<file path="src/rtl/csa_pkg.sv">
package csa_pkg;

    localparam int DATA_WIDTH_DEF = 32;

    typedef enum logic [2:0] {
        ACT_ADD = 3'd0,
        ACT_SUB = 3'd1,
        ACT_MUL = 3'd2,
        ACT_DIV = 3'd3,
        ACT_REM = 3'd4
    } t_action;

    typedef enum logic [1:0] {
        ST_OK    = 2'd0,
        ST_OVER  = 2'd1,
        ST_UNDER = 2'd2,
        ST_DIVZ  = 2'd3
    } t_status;

    typedef struct packed {
        logic [2:0]         action;
        logic signed [31:0] left_operand;
        logic signed [31:0] right_operand;
    } t_req;

    typedef struct packed {
        logic signed [31:0] value;
        logic [1:0]         status;
    } t_rsp;

endpackage

</file>
<file path="src/rtl/csa_div_step.sv">
module csa_div_step
    import csa_pkg::*;
#(
    parameter int DATA_WIDTH = DATA_WIDTH_DEF
) (
    input  logic [DATA_WIDTH-1:0] i_rem,
    input  logic [DATA_WIDTH-1:0] i_quo,
    input  logic [DATA_WIDTH-1:0] i_div,
    output logic [DATA_WIDTH-1:0] o_rem,
    output logic [DATA_WIDTH-1:0] o_quo
);

    logic [DATA_WIDTH:0] w_trial;
    logic [DATA_WIDTH:0] w_diff;
    logic                w_ge;

    always_comb begin
        w_trial = {i_rem, i_quo[DATA_WIDTH-1]};
        w_diff  = w_trial - {1'b0, i_div};
        w_ge    = (w_trial >= {1'b0, i_div});
        o_rem   = w_ge ? w_diff[DATA_WIDTH-1:0] : w_trial[DATA_WIDTH-1:0];
        o_quo   = {i_quo[DATA_WIDTH-2:0], w_ge};
    end

endmodule

</file>
<file path="config.mk">
export PLATFORM = sky130hd
export DESIGN_NAME = csa_div_step
export DESIGN_NICKNAME = d
export VERILOG_FILES = /design/src/rtl/csa_pkg.sv /design/src/rtl/csa_div_step.sv
export SDC_FILE = /design/constraint.sdc
export NUM_CORES = 1
export LEC_CHECK = 0
export BUFFER_PORTS_ARGS = -buffer_cell sky130_fd_sc_hd__buf_2
export CORE_ASPECT_RATIO = 1.4
export CORE_UTILIZATION = 40
export DETAILED_ROUTE_END_ITERATION = 10
export GPL_TIMING_DRIVEN = 0
export MAX_ROUTING_LAYER = met4
export PLACE_DENSITY = 0.76
export SYNTH_ARGS = -nofsm -noshare
export SYNTH_HDL_FRONTEND = slang
export SYNTH_SLANG_ARGS = --single-unit
</file>
<file path="constraint.sdc">
create_clock -name vclk -period 4.3
set_input_delay 0.86 -clock vclk [all_inputs]
set_output_delay 0.86 -clock vclk [all_outputs]
set_load 0.02 [all_outputs]
</file>
==> out/results.tsv <==
stage	metric	value	unit
run_status	status	completed	
setup_path	slowest_delay	0.41	ns
final_layout	fill_cells	581	
power_and_ir_drop	power.density	196	mW/mm2
placed_design	numPortBuffers	129	
setup_path	cp-endpoint	o_rem[30]	
synth	ys_types	51	
route	drt_iter0_drc	92	
synth	synthSimpleGateAreaFrac	17.6	%
flow_run	maxCapViolCount	0	
setup_path	critPathLaunch	i_div[7]	
synth	syn_area	0.00257	mm2
setup_path	critPathTopFamily	simple AND/OR/NAND/NOR gates	
power_and_ir_drop	peakVddDrop	0.114	mV
floorplan	start_util	41.4	%
synth	synth_top_area_cell	ha_1	
power_and_ir_drop	power.total	735	uW
floorplan	coreArea	0.00621	mm2
setup_path	critical_path_arrival	3.43	ns
floorplan	boundaryPins	160	
min_path	hold_class	input pin to output pin	
final_layout	design_area	0.00374	mm2
route	wl	7200	um
power_and_ir_drop	power.leakage	1.94	nW
global_routing	grt_overflow	0	
synth	synth_top_family_by_area	compound AO/OA/AOI/OAI gates	
timing	slew_headroom	64.6	%
route	viasPerCell	5.14	
setup_path	worstPathRequired	3.44	ns
timing	timing.setup.tns	0	ns
synth	synth-warning-count	0	
setup_path	slowest_stage	or3_4	
timing	fin_crit	4.29	ns
floorplan	die-area	0.00676	mm2
final_layout	layout-drive-gt1-share	49.5	%
final_layout	n_antenna_cell	0	
final_layout	syn_to_final_growth	45.5	%
synth	syn_inst	355	
timing	worst_pin_slew	0.525	ns
global_routing	gr-usage-met3	0.417	%
synth	synthTopCellsByArea	ha_1, buf_4, mux2_2	
route	firstDrtPassIters	4	
synth	synth_top_area_share	15.6	%
route	ant_nets	0	
synth	synth_compound_area_share	23.7	%
synth	synthMuxAreaShare	15.2	%
setup_path	cp_cell_sequence	buf_6 > inv_4 > ha_4 > a21oi_4 > a211oi_2 > or3_4 > nor4b_4 > o21ai_2 > a31oi_4 > o21a_4 > inv_4 > buf_12 > buf_12 > mux2_4 > buf_6	
global_routing	met2_usage	42.2	%
final_layout	multiInputGateArea	0.00229	mm2
timing	setup-violations-final	0	
setup_path	cp.depth	15	
global_routing	busiest_layer	met2	
global_routing	use_met1	22.5	%
setup_path	start_kind	input pin	
timing	hold_viol	0	
timing	slew_violations	0	
final_layout	n_clock_buffer	0	
timing	rsz0062_at_grt	true	
route	drc_errors	0	
final_layout	final_nets	622	
timing	fmax	233	MHz
synth	synthAdderAreaFrac	16.4	%
global_routing	track_usage	20.9	%
synth	synth_area_per_cell	7.24	um2
setup_path	end_kind	output pin	
synth	synthXorXnorAreaFrac	8.86	%
final_layout	fin_util	60.2	%
timing	post-route-period-util	99.7	%
global_routing	antenna_found_initial	0	
global_routing	grt_pass1_wl	11900	um
floorplan	num_rows	34	
placed_design	gp_congestion	0.819	
setup_path	path_class	input pin to output pin	
clock_tree	holdBufCountCts	0	
final_layout	nFlopsAndLatches	0	
placed_design	place_area	0.00331	mm2
floorplan	die_width	69.8	um
synth	synth_fp_nets	484	
setup_path	crit_fanout	5	
global_routing	grt_pass1_vias	2769	
route	wl_per_cell	12.8	um
setup_path	worst-path-buf-inv	6	
placed_design	hpwl	5790	um
final_layout	register_area	0	um2
synth	ys_seq_area_share	0	%
global_routing	grt_max_degree	11	
route	via_count	2894	
floorplan	die_h	96.9	um
timing	holdWs	1.94	ns
-- cell usage after synthesis (4+ instances only) --
master	number
mux2_4	9
nor2_1	23
mux2_2	20
a31oi_1	5
buf_4	32
ha_1	32
nand2_1	24
o21ai_0	13
nor3_1	6
inv_1	40
o21a_1	4
nor2b_1	6
o21bai_1	4
nand3_1	7
xnor2_1	18
clkbuf_1	9
a21oi_1	26
nand4_1	9
xor2_1	8
a21o_1	9
-- cell families after synthesis --
logic type                 after synthesis
and+or+nand+nor                         89
muxes                                   32
AOI/OAI and AO/OA                       89
buffers and inverters                   86
adders and majority gates               33
xor gates and xnor gates                26
-- routing by layer --
layer  part of all wire, %  vias to the layer above
li1                      -                     1496
met1                    38                     1279
met2                    55                      109
met3                   4.6                       10
met4                   1.6                        0
met5                     0                        -
-- power breakdown --
group	switching [mW]	leakage [nW]	internal, mW	total, mW
clock	0	0	0	0
combinational	0.369	1.94	0.365	0.735
sequential	0	0	0	0
-- how the worst min path moves through the flow --
stage,from,end,cells past startpoint
global placement,i_quo[12],o_quo[13],2
global route,i_quo[30],o_quo[31],2
finish,i_quo[12],o_quo[13],2
CTS,i_quo[12],o_quo[13],2
detailed placement,i_quo[6],o_quo[7],2
floorplan,i_quo[9],o_quo[10],1
-- final cells by class --
| cell class | count | share of cell area [%] |
|---|---|---|
| inverters | 41 | 4.25 |
| multi-input cells | 269 | 61.2 |
| repair buffers | 140 | 23.8 |
| well taps | 72 | 2.41 |
| plain buffers | 41 | 8.29 |
-- layout by cell type, fill, tap and decap left out, drive strengths merged, types with 4 or more instances in the layout --
cell type  Yosys  layout
nand2         24      24
ha            32      32
o21bai         4       4
a31oi          6       6
nor2          23      23
nor3           6       6
buf           36     175
o21ai         14      14
a21oi         27      27
nand3          7       7
o21a           5       5
mux2          29      29
a21o           9       9
inv           41      41
xor2           8       8
nor2b          6       6
xnor2         18      18
clkbuf         9       6
nand4          9       9
-- repair_timing --
item | 4_1_cts | 5_1_grt
setup buffers | 10 | 0
pin swaps | 15 | 2
endpoints found under the setup margin | 31 | 30
endpoints found under the hold margin | 0 | 0
gates cloned | 1 | 0
resized for setup | 77 | 7
-- metrics by stage --
| stage | setup WS [ns] | std cells |
|---|---|---|
| 2_1_floorplan | 0.147 | 355 |
| 3_3_place_gp | -0.486 | 556 |
| 3_5_place_dp | -0.474 | 556 |
| 4_1_cts | -0.0107 | 565 |
| 5_1_grt | -0.115 | 563 |
| 6_report | 0.0111 | 563 |
Power figures use the tool's default switching activity.
